`config.mk`:
```
export PLATFORM = sky130hd
export DESIGN_NAME = sound_effect_stream_player
export DESIGN_NICKNAME = d
export VERILOG_FILES = /design/src/sfx_pkg.sv /design/src/sfx_front.sv /design/src/sfx_queue.sv /design/src/sfx_back.sv /design/src/sound_effect_stream_player.sv
export SDC_FILE = /design/constraint.sdc
export NUM_CORES = 1
export LEC_CHECK = 0
export BUFFER_PORTS_ARGS = -buffer_cell sky130_fd_sc_hd__buf_2
export CAP_MARGIN = 20
export CORE_MARGIN = 1.5
export CORE_UTILIZATION = 55
export DETAILED_ROUTE_END_ITERATION = 16
export PLACE_DENSITY = 0.81
export SLEW_MARGIN = 20
export SYNTH_ARGS = -nofsm -noshare
export SYNTH_HDL_FRONTEND = slang
export SYNTH_SLANG_ARGS = --single-unit
```
`constraint.sdc`:
```
create_clock -name clk -period 3.9 [get_ports clk]
set_input_delay 0.585 -clock clk [delete_from_list [all_inputs] [get_ports clk]]
set_output_delay 0.585 -clock clk [all_outputs]
set_load 0.01 [all_outputs]
```
`src/sfx_pkg.sv`:
```
// shared types, codes and constants of the sound effect stream player
package sfx_pkg;

    localparam int SLOT_COUNT  = 8;
    localparam int QUEUE_DEPTH = 2;

    typedef enum logic [1:0] {
        ACT_TICK  = 2'd0,
        ACT_BYTE  = 2'd1,
        ACT_START = 2'd2
    } action_t;

    typedef enum logic [2:0] {
        KIND_REG        = 3'd0,
        KIND_WAVE       = 3'd1,
        KIND_MUTE       = 3'd2,
        KIND_RESET_WAVE = 3'd3,
        KIND_DONE       = 3'd4,
        KIND_REQ        = 3'd5,
        KIND_ERR        = 3'd6
    } kind_t;

    typedef enum logic [2:0] {
        PH_NONE  = 3'd0,
        PH_HEAD  = 3'd1,
        PH_ENTRY = 3'd2,
        PH_REGS  = 3'd3,
        PH_WAVE  = 3'd4
    } phase_t;

    // job classes handed from the front to the back
    typedef enum logic [2:0] {
        OP_ERR        = 3'd0,
        OP_TICK       = 3'd1,
        OP_END        = 3'd2,
        OP_WAVE_START = 3'd3,
        OP_REG        = 3'd4,
        OP_WAVE_BYTE  = 3'd5,
        OP_START      = 3'd6
    } op_t;

    typedef struct packed {
        op_t                   op;
        logic [SLOT_COUNT-1:0] slots;   // which template words are emitted
        logic [7:0]            data;
        logic [7:0]            data2;
        logic [5:0]            addr;
        logic [3:0]            idx;
    } desc_t;

    localparam logic [2:0] TGT_FIRST_WAVE = 3'd5;
    localparam logic [2:0] TGT_WAVE_CH3   = 3'd6;
    localparam logic [2:0] TGT_END        = 3'd7;

    localparam logic [5:0] REG_BASE   = 6'h10;
    localparam logic [5:0] REG_STRIDE = 6'd5;
    localparam logic [5:0] REG_ROUTE  = 6'h25;
    localparam logic [5:0] REG_CH1_ENV = 6'h12;
    localparam logic [5:0] REG_CH1_HI  = 6'h14;
    localparam logic [5:0] REG_CH2_ENV = 6'h17;
    localparam logic [5:0] REG_CH2_HI  = 6'h19;
    localparam logic [5:0] REG_CH3_ON  = 6'h1A;
    localparam logic [5:0] REG_CH3_LEN = 6'h1B;
    localparam logic [5:0] REG_CH3_LVL = 6'h1C;
    localparam logic [5:0] REG_CH3_LO  = 6'h1D;
    localparam logic [5:0] REG_CH3_HI  = 6'h1E;
    localparam logic [5:0] REG_CH4_ENV = 6'h21;
    localparam logic [5:0] REG_CH4_CTL = 6'h23;

    localparam logic [7:0] ROUTE_WAVE_MASK = 8'hBB;
    localparam logic [7:0] ROUTE_ALL       = 8'hFF;
    localparam logic [7:0] VAL_RESTART     = 8'hC0;
    localparam logic [7:0] VAL_CH3_ENABLE  = 8'h80;
    localparam logic [7:0] VAL_CH3_LEN     = 8'hFE;
    localparam logic [7:0] VAL_CH3_LVL     = 8'h20;
    localparam logic [7:0] VAL_CH3_HI      = 8'hC7;
    localparam logic [7:0] VAL_ZERO        = 8'h00;

    localparam logic [4:0] WAVE_LEN = 5'd16;

endpackage

```
`src/sfx_front.sv`:
```
// front end: accepts words, keeps the player state and emits job descriptors
module sfx_front (
    input  logic                 clk,
    input  logic                 rst_n,
    input  logic                 in_valid,
    output logic                 in_ready,
    input  logic [1:0]           action,
    input  logic [7:0]           stream_byte,
    input  logic [7:0]           routing_now,
    input  logic [3:0]           effect_mute,
    input  logic [7:0]           effect_priority,
    input  logic                 cfg_valid,
    input  logic [3:0]           cfg_data,
    input  logic                 q_full,
    output logic                 push,
    output sfx_pkg::desc_t       push_desc
);

    typedef struct packed {
        logic [4:0] sel;
        logic [5:0] ptr;
    } align_t;

    // shift the select mask until its first register sits in the top bit
    function automatic align_t align_sel(input logic [4:0] sel_in, input logic [5:0] ptr_in);
        align_t res;
        res.sel = sel_in;
        res.ptr = ptr_in;
        for (int i = 0; i < 4; i++)
        begin
            if (res.sel != 5'd0 && !res.sel[4])
            begin
                res.sel = {res.sel[3:0], 1'b0};
                res.ptr = res.ptr + 6'd1;
            end
        end
        return res;
    endfunction

    logic                    active_reg, active_next;
    sfx_pkg::phase_t         phase_reg, phase_next;
    logic [3:0]              skip_left_reg, skip_left_next;
    logic [3:0]              entries_left_reg, entries_left_next;
    logic [2:0]              entry_target_reg, entry_target_next;
    logic [4:0]              select_bits_reg, select_bits_next;
    logic [5:0]              reg_ptr_reg, reg_ptr_next;
    logic [4:0]              wave_count_reg, wave_count_next;
    logic [7:0]              saved_routing_reg, saved_routing_next;
    logic [3:0]              borrowed_mute_reg, borrowed_mute_next;
    logic [7:0]              current_priority_reg, current_priority_next;
    logic [3:0]              told_mute_reg, told_mute_next;
    logic [3:0]              global_mute_reg;

    logic                    accept;
    logic [2:0]              tgt;
    align_t                  entry_al;
    align_t                  regs_al;
    logic [3:0]              entries_dec;
    logic [4:0]              wave_inc;
    logic                    wave_full;
    logic [3:0]              want_mute;
    logic                    refused;

    assign in_ready    = !q_full;
    assign accept      = in_valid && in_ready;
    assign tgt         = stream_byte[2:0];
    assign entry_al    = align_sel(stream_byte[7:3], sfx_pkg::REG_BASE + {3'd0, tgt} * sfx_pkg::REG_STRIDE);
    assign regs_al     = align_sel({select_bits_reg[3:0], 1'b0}, reg_ptr_reg + 6'd1);
    assign entries_dec = (entries_left_reg == 4'd0) ? 4'd0 : entries_left_reg - 4'd1;
    assign wave_inc    = wave_count_reg + 5'd1;
    assign wave_full   = wave_inc >= sfx_pkg::WAVE_LEN;
    assign want_mute   = global_mute_reg | borrowed_mute_reg;
    assign refused     = effect_priority < current_priority_reg;

    // state update
    always_comb
    begin
        active_next           = active_reg;
        phase_next            = phase_reg;
        skip_left_next        = skip_left_reg;
        entries_left_next     = entries_left_reg;
        entry_target_next     = entry_target_reg;
        select_bits_next      = select_bits_reg;
        reg_ptr_next          = reg_ptr_reg;
        wave_count_next       = wave_count_reg;
        saved_routing_next    = saved_routing_reg;
        borrowed_mute_next    = borrowed_mute_reg;
        current_priority_next = current_priority_reg;
        told_mute_next        = told_mute_reg;
        if (accept)
        begin
            case (action)
                sfx_pkg::ACT_TICK:
                begin
                    if (active_reg)
                    begin
                        told_mute_next = want_mute;
                        if (phase_reg == sfx_pkg::PH_NONE)
                        begin
                            if (skip_left_reg != 4'd0)
                                skip_left_next = skip_left_reg - 4'd1;
                            else
                                phase_next = sfx_pkg::PH_HEAD;
                        end
                    end
                end
                sfx_pkg::ACT_BYTE:
                begin
                    if (active_reg)
                    begin
                        case (phase_reg)
                            sfx_pkg::PH_HEAD:
                            begin
                                skip_left_next    = stream_byte[7:4];
                                entries_left_next = stream_byte[3:0];
                                phase_next = (stream_byte[3:0] != 4'd0) ? sfx_pkg::PH_ENTRY
                                                                        : sfx_pkg::PH_NONE;
                            end
                            sfx_pkg::PH_ENTRY:
                            begin
                                entry_target_next = tgt;
                                if (tgt < sfx_pkg::TGT_FIRST_WAVE)
                                begin
                                    select_bits_next = entry_al.sel;
                                    reg_ptr_next     = entry_al.ptr;
                                    if (entry_al.sel != 5'd0)
                                        phase_next = sfx_pkg::PH_REGS;
                                    else
                                    begin
                                        entries_left_next = entries_dec;
                                        phase_next = (entries_dec != 4'd0) ? sfx_pkg::PH_ENTRY
                                                                           : sfx_pkg::PH_NONE;
                                    end
                                end
                                else if (tgt == sfx_pkg::TGT_END)
                                begin
                                    told_mute_next        = global_mute_reg;
                                    borrowed_mute_next    = 4'd0;
                                    current_priority_next = 8'd0;
                                    active_next           = 1'b0;
                                    phase_next            = sfx_pkg::PH_NONE;
                                    skip_left_next        = 4'd0;
                                    entries_left_next     = 4'd0;
                                end
                                else
                                begin
                                    saved_routing_next = routing_now;
                                    wave_count_next    = 5'd0;
                                    phase_next         = sfx_pkg::PH_WAVE;
                                end
                            end
                            sfx_pkg::PH_REGS:
                            begin
                                select_bits_next = regs_al.sel;
                                reg_ptr_next     = regs_al.ptr;
                                if (regs_al.sel == 5'd0)
                                begin
                                    entries_left_next = entries_dec;
                                    phase_next = (entries_dec != 4'd0) ? sfx_pkg::PH_ENTRY
                                                                       : sfx_pkg::PH_NONE;
                                end
                            end
                            sfx_pkg::PH_WAVE:
                            begin
                                wave_count_next = wave_inc;
                                if (wave_full)
                                begin
                                    wave_count_next   = 5'd0;
                                    entries_left_next = entries_dec;
                                    phase_next = (entries_dec != 4'd0) ? sfx_pkg::PH_ENTRY
                                                                       : sfx_pkg::PH_NONE;
                                end
                            end
                            default:
                            begin
                            end
                        endcase
                    end
                end
                sfx_pkg::ACT_START:
                begin
                    if (!refused)
                    begin
                        current_priority_next = effect_priority;
                        borrowed_mute_next    = effect_mute;
                        skip_left_next        = 4'd0;
                        entries_left_next     = 4'd0;
                        select_bits_next      = 5'd0;
                        wave_count_next       = 5'd0;
                        phase_next            = sfx_pkg::PH_NONE;
                        active_next           = 1'b1;
                    end
                end
                default:
                begin
                end
            endcase
        end
    end

    // descriptor of the words this item causes
    always_comb
    begin
        push_desc = '0;
        case (action)
            sfx_pkg::ACT_TICK:
            begin
                push_desc.op   = sfx_pkg::OP_TICK;
                push_desc.data = {4'd0, want_mute};
                if (active_reg)
                begin
                    push_desc.slots[0] = (told_mute_reg != want_mute);
                    push_desc.slots[1] = (phase_reg == sfx_pkg::PH_NONE)
                                      && (skip_left_reg == 4'd0);
                end
            end
            sfx_pkg::ACT_BYTE:
            begin
                push_desc.op       = sfx_pkg::OP_ERR;
                push_desc.slots[0] = 1'b1;
                if (active_reg)
                begin
                    case (phase_reg)
                        sfx_pkg::PH_HEAD:
                            push_desc.slots = '0;
                        sfx_pkg::PH_ENTRY:
                        begin
                            if (tgt < sfx_pkg::TGT_FIRST_WAVE)
                                push_desc.slots = '0;
                            else if (tgt == sfx_pkg::TGT_END)
                            begin
                                push_desc.op    = sfx_pkg::OP_END;
                                push_desc.data  = {4'd0, global_mute_reg};
                                push_desc.slots = 8'b0000_0111;
                            end
                            else
                            begin
                                push_desc.op    = sfx_pkg::OP_WAVE_START;
                                push_desc.data  = routing_now;
                                push_desc.slots = 8'b0000_0011;
                            end
                        end
                        sfx_pkg::PH_REGS:
                        begin
                            push_desc.op    = sfx_pkg::OP_REG;
                            push_desc.addr  = reg_ptr_reg;
                            push_desc.data  = stream_byte;
                            push_desc.slots = 8'b0000_0001;
                        end
                        sfx_pkg::PH_WAVE:
                        begin
                            push_desc.op       = sfx_pkg::OP_WAVE_BYTE;
                            push_desc.data     = stream_byte;
                            push_desc.data2    = saved_routing_reg;
                            push_desc.idx      = wave_count_reg[3:0];
                            push_desc.slots[0] = 1'b1;
                            push_desc.slots[5:1] = {5{wave_full
                                && (entry_target_reg == sfx_pkg::TGT_WAVE_CH3)}};
                            push_desc.slots[6] = wave_full;
                        end
                        default:
                        begin
                        end
                    endcase
                end
            end
            sfx_pkg::ACT_START:
            begin
                if (refused)
                begin
                    push_desc.op       = sfx_pkg::OP_ERR;
                    push_desc.slots[0] = 1'b1;
                end
                else
                begin
                    push_desc.op    = sfx_pkg::OP_START;
                    // cut words for the channels the old effect held
                    push_desc.slots = {1'b1, {2{borrowed_mute_reg[3]}}, borrowed_mute_reg[2],
                                       {2{borrowed_mute_reg[1]}}, {2{borrowed_mute_reg[0]}}};
                end
            end
            default:
            begin
                push_desc.op       = sfx_pkg::OP_ERR;
                push_desc.slots[0] = 1'b1;
            end
        endcase
    end

    assign push = accept && (push_desc.slots != '0);

    always_ff @(posedge clk or negedge rst_n)
    begin
        if (!rst_n)
        begin
            active_reg           <= 1'b0;
            phase_reg            <= sfx_pkg::PH_NONE;
            skip_left_reg        <= 4'd0;
            entries_left_reg     <= 4'd0;
            entry_target_reg     <= 3'd0;
            select_bits_reg      <= 5'd0;
            reg_ptr_reg          <= 6'd0;
            wave_count_reg       <= 5'd0;
            saved_routing_reg    <= 8'd0;
            borrowed_mute_reg    <= 4'd0;
            current_priority_reg <= 8'd0;
            told_mute_reg        <= 4'd0;
            global_mute_reg      <= 4'd0;
        end
        else
        begin
            active_reg           <= active_next;
            phase_reg            <= phase_next;
            skip_left_reg        <= skip_left_next;
            entries_left_reg     <= entries_left_next;
            entry_target_reg     <= entry_target_next;
            select_bits_reg      <= select_bits_next;
            reg_ptr_reg          <= reg_ptr_next;
            wave_count_reg       <= wave_count_next;
            saved_routing_reg    <= saved_routing_next;
            borrowed_mute_reg    <= borrowed_mute_next;
            current_priority_reg <= current_priority_next;
            told_mute_reg        <= told_mute_next;
            if (cfg_valid)
                global_mute_reg <= cfg_data;
        end
    end

endmodule

```
`src/sfx_queue.sv`:
```
// short descriptor queue between the front and the back
module sfx_queue (
    input  logic           clk,
    input  logic           rst_n,
    input  logic           push,
    input  sfx_pkg::desc_t push_desc,
    output logic           full,
    input  logic           pop,
    output logic           head_valid,
    output sfx_pkg::desc_t head_desc
);

    localparam int PtrW = (sfx_pkg::QUEUE_DEPTH > 1) ? $clog2(sfx_pkg::QUEUE_DEPTH) : 1;
    localparam int CntW = $clog2(sfx_pkg::QUEUE_DEPTH + 1);

    sfx_pkg::desc_t  slot_q [sfx_pkg::QUEUE_DEPTH];
    logic [PtrW-1:0] wr_ptr_reg, wr_ptr_next;
    logic [PtrW-1:0] rd_ptr_reg, rd_ptr_next;
    logic [CntW-1:0] count_reg, count_next;
    logic            do_push;
    logic            do_pop;

    assign full       = (count_reg == CntW'(sfx_pkg::QUEUE_DEPTH));
    assign head_valid = (count_reg != '0);
    assign head_desc  = slot_q[rd_ptr_reg];
    assign do_push    = push && !full;
    assign do_pop     = pop && head_valid;

    always_comb
    begin
        wr_ptr_next = wr_ptr_reg;
        rd_ptr_next = rd_ptr_reg;
        count_next  = count_reg;
        if (do_push)
            wr_ptr_next = (wr_ptr_reg == PtrW'(sfx_pkg::QUEUE_DEPTH - 1)) ? '0
                                                                           : wr_ptr_reg + 1'b1;
        if (do_pop)
            rd_ptr_next = (rd_ptr_reg == PtrW'(sfx_pkg::QUEUE_DEPTH - 1)) ? '0
                                                                           : rd_ptr_reg + 1'b1;
        if (do_push && !do_pop)
            count_next = count_reg + 1'b1;
        else if (do_pop && !do_push)
            count_next = count_reg - 1'b1;
    end

    always_ff @(posedge clk)
    begin
        if (do_push)
            slot_q[wr_ptr_reg] <= push_desc;
    end

    always_ff @(posedge clk or negedge rst_n)
    begin
        if (!rst_n)
        begin
            wr_ptr_reg <= '0;
            rd_ptr_reg <= '0;
            count_reg  <= '0;
        end
        else
        begin
            wr_ptr_reg <= wr_ptr_next;
            rd_ptr_reg <= rd_ptr_next;
            count_reg  <= count_next;
        end
    end

endmodule

```
`src/sfx_back.sv`:
```
// back end: expands each descriptor into result words, one per cycle unless the output stalls
module sfx_back (
    input  logic           clk,
    input  logic           rst_n,
    input  logic           head_valid,
    input  sfx_pkg::desc_t head_desc,
    output logic           pop,
    output logic           out_valid,
    input  logic           out_ready,
    output logic [2:0]     out_kind,
    output logic [5:0]     out_addr,
    output logic [7:0]     out_value,
    output logic [3:0]     out_idx,
    output logic           out_last
);

    typedef struct packed {
        sfx_pkg::kind_t kind;
        logic [5:0]     addr;
        logic [7:0]     value;
        logic [3:0]     idx;
    } word_t;

    function automatic word_t make_word(input sfx_pkg::kind_t k, input logic [5:0] a,
                                        input logic [7:0] v);
        word_t w;
        w.kind  = k;
        w.addr  = a;
        w.value = v;
        w.idx   = 4'd0;
        return w;
    endfunction

    // template word number slot of a descriptor
    function automatic word_t slot_word(input sfx_pkg::desc_t d, input logic [2:0] slot);
        word_t w;
        w = make_word(sfx_pkg::KIND_ERR, 6'd0, sfx_pkg::VAL_ZERO);
        case (d.op)
            sfx_pkg::OP_TICK:
                w = (slot == 3'd0) ? make_word(sfx_pkg::KIND_MUTE, 6'd0, d.data)
                                   : make_word(sfx_pkg::KIND_REQ, 6'd0, sfx_pkg::VAL_ZERO);
            sfx_pkg::OP_END:
            begin
                case (slot)
                    3'd0:    w = make_word(sfx_pkg::KIND_MUTE, 6'd0, d.data);
                    3'd1:    w = make_word(sfx_pkg::KIND_RESET_WAVE, 6'd0, sfx_pkg::VAL_ZERO);
                    default: w = make_word(sfx_pkg::KIND_DONE, 6'd0, sfx_pkg::VAL_ZERO);
                endcase
            end
            sfx_pkg::OP_WAVE_START:
                w = (slot == 3'd0)
                    ? make_word(sfx_pkg::KIND_REG, sfx_pkg::REG_ROUTE,
                                d.data & sfx_pkg::ROUTE_WAVE_MASK)
                    : make_word(sfx_pkg::KIND_REG, sfx_pkg::REG_CH3_ON, sfx_pkg::VAL_ZERO);
            sfx_pkg::OP_REG:
                w = make_word(sfx_pkg::KIND_REG, d.addr, d.data);
            sfx_pkg::OP_WAVE_BYTE:
            begin
                case (slot)
                    3'd0:
                    begin
                        w     = make_word(sfx_pkg::KIND_WAVE, 6'd0, d.data);
                        w.idx = d.idx;
                    end
                    3'd1: w = make_word(sfx_pkg::KIND_REG, sfx_pkg::REG_CH3_ON,
                                        sfx_pkg::VAL_CH3_ENABLE);
                    3'd2: w = make_word(sfx_pkg::KIND_REG, sfx_pkg::REG_CH3_LEN,
                                        sfx_pkg::VAL_CH3_LEN);
                    3'd3: w = make_word(sfx_pkg::KIND_REG, sfx_pkg::REG_CH3_LVL,
                                        sfx_pkg::VAL_CH3_LVL);
                    3'd4: w = make_word(sfx_pkg::KIND_REG, sfx_pkg::REG_CH3_LO,
                                        sfx_pkg::VAL_ZERO);
                    3'd5: w = make_word(sfx_pkg::KIND_REG, sfx_pkg::REG_CH3_HI,
                                        sfx_pkg::VAL_CH3_HI);
                    default: w = make_word(sfx_pkg::KIND_REG, sfx_pkg::REG_ROUTE, d.data2);
                endcase
            end
            sfx_pkg::OP_START:
            begin
                case (slot)
                    3'd0: w = make_word(sfx_pkg::KIND_REG, sfx_pkg::REG_CH1_ENV, sfx_pkg::VAL_ZERO);
                    3'd1: w = make_word(sfx_pkg::KIND_REG, sfx_pkg::REG_CH1_HI, sfx_pkg::VAL_RESTART);
                    3'd2: w = make_word(sfx_pkg::KIND_REG, sfx_pkg::REG_CH2_ENV, sfx_pkg::VAL_ZERO);
                    3'd3: w = make_word(sfx_pkg::KIND_REG, sfx_pkg::REG_CH2_HI, sfx_pkg::VAL_RESTART);
                    3'd4: w = make_word(sfx_pkg::KIND_REG, sfx_pkg::REG_CH3_LVL, sfx_pkg::VAL_ZERO);
                    3'd5: w = make_word(sfx_pkg::KIND_REG, sfx_pkg::REG_CH4_ENV, sfx_pkg::VAL_ZERO);
                    3'd6: w = make_word(sfx_pkg::KIND_REG, sfx_pkg::REG_CH4_CTL, sfx_pkg::VAL_RESTART);
                    default: w = make_word(sfx_pkg::KIND_REG, sfx_pkg::REG_ROUTE, sfx_pkg::ROUTE_ALL);
                endcase
            end
            default:
                w = make_word(sfx_pkg::KIND_ERR, 6'd0, sfx_pkg::VAL_ZERO);
        endcase
        return w;
    endfunction

    sfx_pkg::desc_t                 cur_reg, cur_next;
    logic [sfx_pkg::SLOT_COUNT-1:0] slots_reg, slots_next;
    logic                           out_valid_reg, out_valid_next;
    word_t                          word_reg, word_next;
    logic                           last_reg, last_next;

    logic [sfx_pkg::SLOT_COUNT-1:0] remaining;
    logic [2:0]                     slot_sel;
    logic                           emit;
    word_t                          cur_word;

    // lowest pending slot goes out first
    always_comb
    begin
        slot_sel = 3'd0;
        for (int i = sfx_pkg::SLOT_COUNT - 1; i >= 0; i--)
        begin
            if (slots_reg[i])
                slot_sel = 3'(i);
        end
    end

    assign remaining = slots_reg & (slots_reg - 1'b1);
    assign emit      = (slots_reg != '0) && (!out_valid_reg || out_ready);
    assign pop       = head_valid && ((slots_reg == '0) || (emit && remaining == '0));
    assign cur_word  = slot_word(cur_reg, slot_sel);

    always_comb
    begin
        cur_next       = cur_reg;
        slots_next     = slots_reg;
        out_valid_next = out_valid_reg;
        word_next      = word_reg;
        last_next      = last_reg;
        if (emit)
        begin
            slots_next     = remaining;
            out_valid_next = 1'b1;
            word_next      = cur_word;
            last_next      = (remaining == '0);
        end
        else if (out_ready)
            out_valid_next = 1'b0;
        if (pop)
        begin
            cur_next   = head_desc;
            slots_next = head_desc.slots;
        end
    end

    always_ff @(posedge clk or negedge rst_n)
    begin
        if (!rst_n)
        begin
            slots_reg     <= '0;
            out_valid_reg <= 1'b0;
        end
        else
        begin
            slots_reg     <= slots_next;
            out_valid_reg <= out_valid_next;
        end
    end

    always_ff @(posedge clk)
    begin
        cur_reg  <= cur_next;
        word_reg <= word_next;
        last_reg <= last_next;
    end

    assign out_valid = out_valid_reg;
    assign out_kind  = word_reg.kind;
    assign out_addr  = word_reg.addr;
    assign out_value = word_reg.value;
    assign out_idx   = word_reg.idx;
    assign out_last  = last_reg;

endmodule

```
`src/sound_effect_stream_player.sv`:
```
// sound effect stream player top level
// an item's first result word passes the queue, then the descriptor and output registers
// throughput: one input word per cycle while the 2-entry descriptor queue has room
// output: one word per cycle unless stalled, 0 to 8 words per item as the front end sets
// reset: rst_n clears all player state, global_mute, the queue and the output valid flag
module sound_effect_stream_player (
    input  logic        clk,
    input  logic        rst_n,
    input  logic        s_tvalid,
    output logic        s_tready,
    input  logic [31:0] s_tdata,   // stream_byte, routing_now, effect_mute, effect_priority
    input  logic [1:0]  s_tuser,   // action
    output logic        m_tvalid,
    input  logic        m_tready,
    output logic [23:0] m_tdata,   // reg_address, value, wave_index
    output logic [2:0]  m_tuser,   // kind
    output logic        m_tlast,
    input  logic        cfg_valid,
    output logic        cfg_ready,
    input  logic [3:0]  cfg_data   // global_mute
);

    logic           push;
    sfx_pkg::desc_t push_desc;
    logic           q_full;
    logic           pop;
    logic           head_valid;
    sfx_pkg::desc_t head_desc;
    logic [5:0]     out_addr;
    logic [7:0]     out_value;
    logic [3:0]     out_idx;

    assign cfg_ready = 1'b1;

    sfx_front u_front (
        .clk             (clk),
        .rst_n           (rst_n),
        .in_valid        (s_tvalid),
        .in_ready        (s_tready),
        .action          (s_tuser),
        .stream_byte     (s_tdata[7:0]),
        .routing_now     (s_tdata[15:8]),
        .effect_mute     (s_tdata[19:16]),
        .effect_priority (s_tdata[27:20]),
        .cfg_valid       (cfg_valid),
        .cfg_data        (cfg_data),
        .q_full          (q_full),
        .push            (push),
        .push_desc       (push_desc)
    );

    sfx_queue u_queue (
        .clk        (clk),
        .rst_n      (rst_n),
        .push       (push),
        .push_desc  (push_desc),
        .full       (q_full),
        .pop        (pop),
        .head_valid (head_valid),
        .head_desc  (head_desc)
    );

    sfx_back u_back (
        .clk        (clk),
        .rst_n      (rst_n),
        .head_valid (head_valid),
        .head_desc  (head_desc),
        .pop        (pop),
        .out_valid  (m_tvalid),
        .out_ready  (m_tready),
        .out_kind   (m_tuser),
        .out_addr   (out_addr),
        .out_value  (out_value),
        .out_idx    (out_idx),
        .out_last   (m_tlast)
    );

    assign m_tdata = {6'd0, out_idx, out_value, out_addr};

endmodule

```
# After elaboration in Yosys (flattened, before gate mapping)
# Memories as Yosys holds them, arrays and structs flattened.
# Cells that the tools add are included.
# totals
latch_bits,0
ramBits,74
memories,1
in_bits,43
word_cells,294
reg_bits,122
romBits,0
output_inout_bits,31
# mem_list
memory,depth,word_bits,read_ports,rd_ports_with_merged_regs,wr,line,text
u_queue.slot_q,2,37,1,0,1,sfx_queue.sv:16,sfx_pkg::desc_t slot_q [sfx_pkg::QUEUE_DEPTH];
# classes
order_cmp,3
bitwise,4
multipliers,1
reduce_logical,75
n_eq_ne,44
shifts,0
n_addsub,18
n_div,0
mux,120
# op_table
operator,count
case mux 18 bit (7 select lines),1
case mux 21 bit (6 select lines),1
case mux 19 bit (6 select lines),1
2-to-1 mux 4 bit,24
2-to-1 mux 11 bit,8
2-to-1 mux 8 bit,10
2-to-1 mux 3 bit,20
"adder 6 x 1 -> 6 bit, second input constant",9
case mux 4 bit (2 select lines),6
case mux 8 bit (2 select lines),3
case mux 21 bit (2 select lines),1
nonzero test 5 bit,8
2-to-1 mux 37 bit,1
2-to-1 mux 18 bit,2
"== test 3 bit, second input constant",9
case mux 3 bit (3 select lines),3
2-to-1 mux 5 bit,5
case mux 6 bit (2 select lines),2
2-to-1 mux 21 bit,1
case mux 7 bit (3 select lines),1
AND reduction 7 bit,3
case mux 5 bit (2 select lines),2
AND reduction 10 bit,2
logical AND 1 bit,19
53 further kinds,123

# Depth between registers and ports, before layout
# depth
word_depth,19
ltp_mapped,20

# Cells and area by module
# A second synthesis with hierarchy kept.
# hier_totals
hier_cells,1043
hier_area_um2,11050.6
# modules_own_cells
mod,cells_per_inst,n_inst,area_per_inst_um2
sfx_front,647,1,5098.6
sfx_queue,134,1,2952.8
sfx_back,253,1,2939.1
sound_effect_stream_player,9,1,60.1

# Worst setup path before layout
# OpenSTA, ideal clock, no wires.
# synth_path
path_kind,reg-to-reg
from,reg u_front.phase_reg[1]
to,mem u_queue.slot_q[0][0] (netlist bit) (enable)
setup_ns,0.436
slack_ns,-0.243
arrival_time_ns,3.708
path_buffers,2
path_stages_with_launch,10
cell_sequence,dfrtp_1 clkbuf_1 or3b_1 clkbuf_1 nor2_1 nand2_1 nor3_1 a221oi_1 a41oi_1 nor2b_1
# synth_via
elab_chain_cells,9
# synth_rtl
item,line,text
start: declaration,sfx_front.sv:41,"sfx_pkg::phase_t phase_reg, phase_next;"
start signal: assignment,sfx_front.sv:297,phase_reg <= sfx_pkg::PH_NONE;
start signal: assignment,sfx_front.sv:313,phase_reg <= phase_next;
"== test 3 bit, or another cell as far along",sfx_front.sv:223,case (phase_reg)
"case mux 7 bit (3 select lines), or another cell as far along",sfx_front.sv:223,
2-to-1 mux 37 bit / 2-to-1 mux 2 bit (equally long branches),"sfx_front.sv:221, sfx_front.sv:210",
case mux 1 bit (3 select lines) / case mux 6 bit (2 select lines) (equally long branches),sfx_front.sv:205,case (action)
nonzero test 8 bit (*),sfx_front.sv:290,assign push = accept && (push_desc.slots != '0);
logical AND 1 bit (*),sfx_front.sv:290,
logical AND 1 bit (*),sfx_queue.sv:26,assign do_push = push && !full;
via u_queue.do_push,sfx_queue.sv:20,logic do_push;
2-to-1 mux 1 bit (*),sfx_queue.sv:48,if (do_push)
2-to-1 mux 1 bit (not written as such) (*),sfx_queue.sv:49,slot_q[wr_ptr_reg] <= push_desc;
end: declaration,sfx_queue.sv:16,
# Mark *: on every way through the listed nets, which the timed path passes. The rest lies on a longest branch.

# Worst setup path after layout
# layout_path
from,in s_tdata[4]
to,reg u_front.reg_ptr_reg[4]
# layout_via
elab_chain_cells,14
# layout_rtl
item,line,text
start: declaration,sound_effect_stream_player.sv:11,"input logic [31:0] s_tdata,"
nonzero test 5 bit,sfx_front.sv:31,if (res.sel != 5'd0 && !res.sel[4])
logical AND 1 bit,sfx_front.sv:31,
2-to-1 mux 11 bit (*),sfx_front.sv:31,
"parallel branches: the longest is 2 deep, another holds adder 6 x 1 -> 6 bit",n/a,
2-to-1 mux 11 bit (*),sfx_front.sv:31,
"parallel branches: the longest is 2 deep, another holds adder 6 x 1 -> 6 bit",n/a,
2-to-1 mux 11 bit (*),sfx_front.sv:31,
"parallel branches: the longest is 2 deep, another holds adder 6 x 1 -> 6 bit",n/a,
2-to-1 mux 11 bit (*),sfx_front.sv:31,
2-to-1 mux 6 bit (*),sfx_front.sv:122,if (tgt < sfx_pkg::TGT_FIRST_WAVE)
case mux 6 bit (2 select lines) (*),sfx_front.sv:111,case (phase_reg)
end signal: assignment,sfx_front.sv:318,reg_ptr_reg <= reg_ptr_next;
end: declaration,sfx_front.sv:46,"logic [5:0] reg_ptr_reg, reg_ptr_next;"
# Every way passes the cells marked *. The select of a mux whose other input is x is not followed.
# A chain may end at the register's enable or synchronous reset.

==> flow_metrics.env <==
export IMPL_status="finished clean"
export IMPL_die_area_sq_um=20810
export IMPL_post_cts_setup_buffers=0
export IMPL_cts_buffers=17
export IMPL_relSlewSlack=0.3815
export IMPL_drv_cap=0
export IMPL_fmax_ghz=0.2826
export IMPL_muxShareOfSynthArea=0.08177
export IMPL_antenna_left=0
export IMPL_grt_pass1_vias=7610
export IMPL_synthSimpleGateAreaFrac=0.1602
export IMPL_core_area_sq_um=19530
export IMPL_place_congestion=0.9398
export IMPL_path_cells="buf_2, nor4_4, nor2_1, nand2_1, o21ai_0, ha_1, nor4_2, a21oi_1, o21ai_0, inv_1, ha_1, nand2_1, o21ai_0, ha_1, nand3_1, nor2_1, mux2_2, o31a_1, and4_1, o31ai_1"
export IMPL_synthXorXnorAreaFrac=0.03626
export IMPL_mappedNetlistArea_sq_um=10970
export IMPL_post_synth_cell_area_avg_sq_um=10.52
export IMPL_htree_num_levels=4
export IMPL_setup_viol=0
export IMPL_arrival_ps=3880
export IMPL_synth_seq_cells=196
export IMPL_place_worst_setup_slack_ps=-79.98
export IMPL_post_drt_wl_per_cell_microns=16.94
export IMPL_clkTransAtPathRegs_ps=70
export IMPL_critical_path_class="in2reg"
export IMPL_worst_path_max_fanout=4
export IMPL_cpPeakStageDelay_ps=340
export IMPL_synth_cells=1043
export IMPL_synth_most_common_cell="edfxtp_1"
export IMPL_yosysUniqueCellTypes=83
export IMPL_cts_sinks=196
export IMPL_ys_warn_count=0
export IMPL_leakagePower_uw=0.004897
export IMPL_finalMaxSlewViolations=0
export IMPL_grt_max_degree=72
export IMPL_hold_viol=0
export IMPL_rsz0062_at_grt="no"
export IMPL_tightestPinTransition_ps=927.8
export IMPL_ios=74
export IMPL_layout_setup_ws_ps=362.0
export IMPL_cp_required_ps=4240
export IMPL_hp_class="in2async"
export IMPL_finalPower_uw=8084
export IMPL_synth_edff_count=125
export IMPL_synth_adder_area_share=0.03284
export IMPL_firstDrtPassIters=6
export IMPL_grt_overflow=0
export IMPL_async_flop_share=0.3622
export IMPL_skew_ps=7.867
export IMPL_io_buffers=62
export IMPL_final_cells=1375
export IMPL_start_kind="input pin"
export IMPL_finalCritPeriodShare=0.9072
export IMPL_rows=51
export IMPL_synth_top_family_by_area="simple AND/OR/NAND/NOR gates"
export IMPL_grt_pass1_wl_microns=37460
export IMPL_yosysTopAreaCell="edfxtp_1"
export IMPL_yosys_most_used_dff="edfxtp_1"
export IMPL_synth_top_area_share=0.3421
export IMPL_area_growth_syn_to_layout_pct=11.77
export IMPL_layout_nets=1168
export IMPL_drt_initial_drc_count=595
export IMPL_cts_tree="done"
export IMPL_min_period_ps=3538
export IMPL_hpwl_microns=16520
export IMPL_yosysSeqAreaShare=0.5040
export IMPL_vias=8103
export IMPL_die_w_microns=144.2
export IMPL_final_util=0.6280
export IMPL_clockRootBuffer="clkbuf_16"
export IMPL_largest_reg_flops=74
export IMPL_drt_vias_per_instance=5.893
export IMPL_synth_area_leaders="edfxtp_1 (34%), dfrtp_1 (16%), mux2_2 (5.4%), nand2_1 (3.4%), ha_1 (3.2%)"
export IMPL_clockBufferDepth=2
export IMPL_synthTopCellsByCount="edfxtp_1 (125), nand2_1 (98), nor2_1 (78)"
export IMPL_path_delay_family="simple AND/OR/NAND/NOR gates"
export IMPL_clk_latency_ps=440
export IMPL_diodes=0
export IMPL_peakVddDrop_v=0.0003742
export IMPL_grt_total_usage=0.2321
export IMPL_dp_cells=1343
export IMPL_remaining_drc_errors=0
export IMPL_initial_core_util=0.5619
export IMPL_wl_microns=23290
export IMPL_drive_above_1_share=0.1748
export IMPL_holdWs_ps=351.8
export IMPL_antenna_found_initial=0
export IMPL_cp_slowest_cell="ha_1"
export IMPL_die_y_microns=144.2
export IMPL_end_kind="register"
export IMPL_power_density_nw_per_um2=659.2
export IMPL_synth_compound_gate_area_share=0.1433
export IMPL_cp_buffers_inverters=2
[what timing repair did]
| item | CTS | global route |
|---|---|---|
| resized for setup | 0 | 1 |
| endpoints found under the setup margin | 0 | 1 |
| hold buffers | 0 | 0 |
[path summary, 6_finish.rpt]
| kind | startpoint | to | slack (ps) | cells past startpoint |
|---|---|---|---|---|
| min in group clk | cfg_data[3] | u_front.global_mute_reg[3]$_DFFE_PN0P_ | 370 | 2 |
| max in group asynchronous | rst_n | u_queue.rd_ptr_reg$_DFFE_PN0P_ | 2880 | 2 |
| min reg2reg | u_front.entry_target_reg[2]$_DFFE_PN0P_ | u_front.entry_target_reg[2]$_DFFE_PN0P_ | 490 | 2 |
| max | s_tdata[4] | u_front.reg_ptr_reg[4]$_DFFE_PN0P_ | 360 | 20 |
| min | rst_n | u_front.current_priority_reg[2]$_DFFE_PN0P_ | 350 | 2 |
| max reg2reg | u_front.reg_ptr_reg[0]$_DFFE_PN0P_ | u_front.reg_ptr_reg[4]$_DFFE_PN0P_ | 510 | 15 |
[cells in the final DEF (no fill, tap or decap), drive strengths merged, types with 7 or more instances in the layout]
| cell type | n |
|---|---|
| a21oi | 55 |
| nand2 | 98 |
| o21ai | 71 |
| nor2b | 22 |
| a31oi | 13 |
| nand3 | 31 |
| xnor2 | 25 |
| mux2 | 53 |
| ha | 28 |
| xor2 | 10 |
| and2 | 25 |
| edfxtp | 125 |
| a22oi | 8 |
| mux2i | 30 |
| nor3 | 21 |
| nor2 | 78 |
| o31ai | 16 |
| clkbuf | 17 |
| o211ai | 7 |
| inv | 53 |
| nand2b | 14 |
| buf | 90 |
| or3 | 15 |
| conb | 7 |
| dfrtp | 71 |
[power breakdown]
group	total [uW]	switching (uW)	internal, uW
Sequential	3410	486	2930
Clock	1890	839	1050
Combinational	2780	1630	1150
Total	8080	2960	5130
[kinds of logic (layout without fill, tap and decap cells)]
kind of cell,Yosys count,after routing
flops,196,196
simple gates,345,345
mux,83,83
xor+xnor,39,39
other cells,2,7
buf+inv,107,169
fa+ha+maj,29,29
compound gates,242,242
[stage by stage]
step / instance area [sq um] / TNS, ps
global placement: 11600 / 0
finish: 12260 / 0
global route: 12260 / 0
detailed placement: 11600 / -79.98
CTS: 12260 / 0
floorplan: 10990 / 0
[layer usage]
layer | track usage | share of wire | vias up
met5 | 0 | 0 | -
met4 | 0.07815 | 0.021 | 0
met3 | 0.04801 | 0.069 | 55
met2 | 0.3840 | 0.48 | 346
met1 | 0.3054 | 0.43 | 3790
li1 | - | - | 3912
[layout make-up]
| cell class | instances | area (sq um) |
|---|---|---|
| repair buffers | 90 | 545.5 |
| fillers | 1555 | 7263 |
| multi-input cells | 745 | 5021 |
| clock inverters | 15 | 231.5 |
| clock buffers | 17 | 425.4 |
| well taps | 265 | 331.6 |
| flip-flops and latches | 196 | 5532 |
| inverters | 47 | 176.4 |
Note: power is estimated with default switching activity, not from simulation.
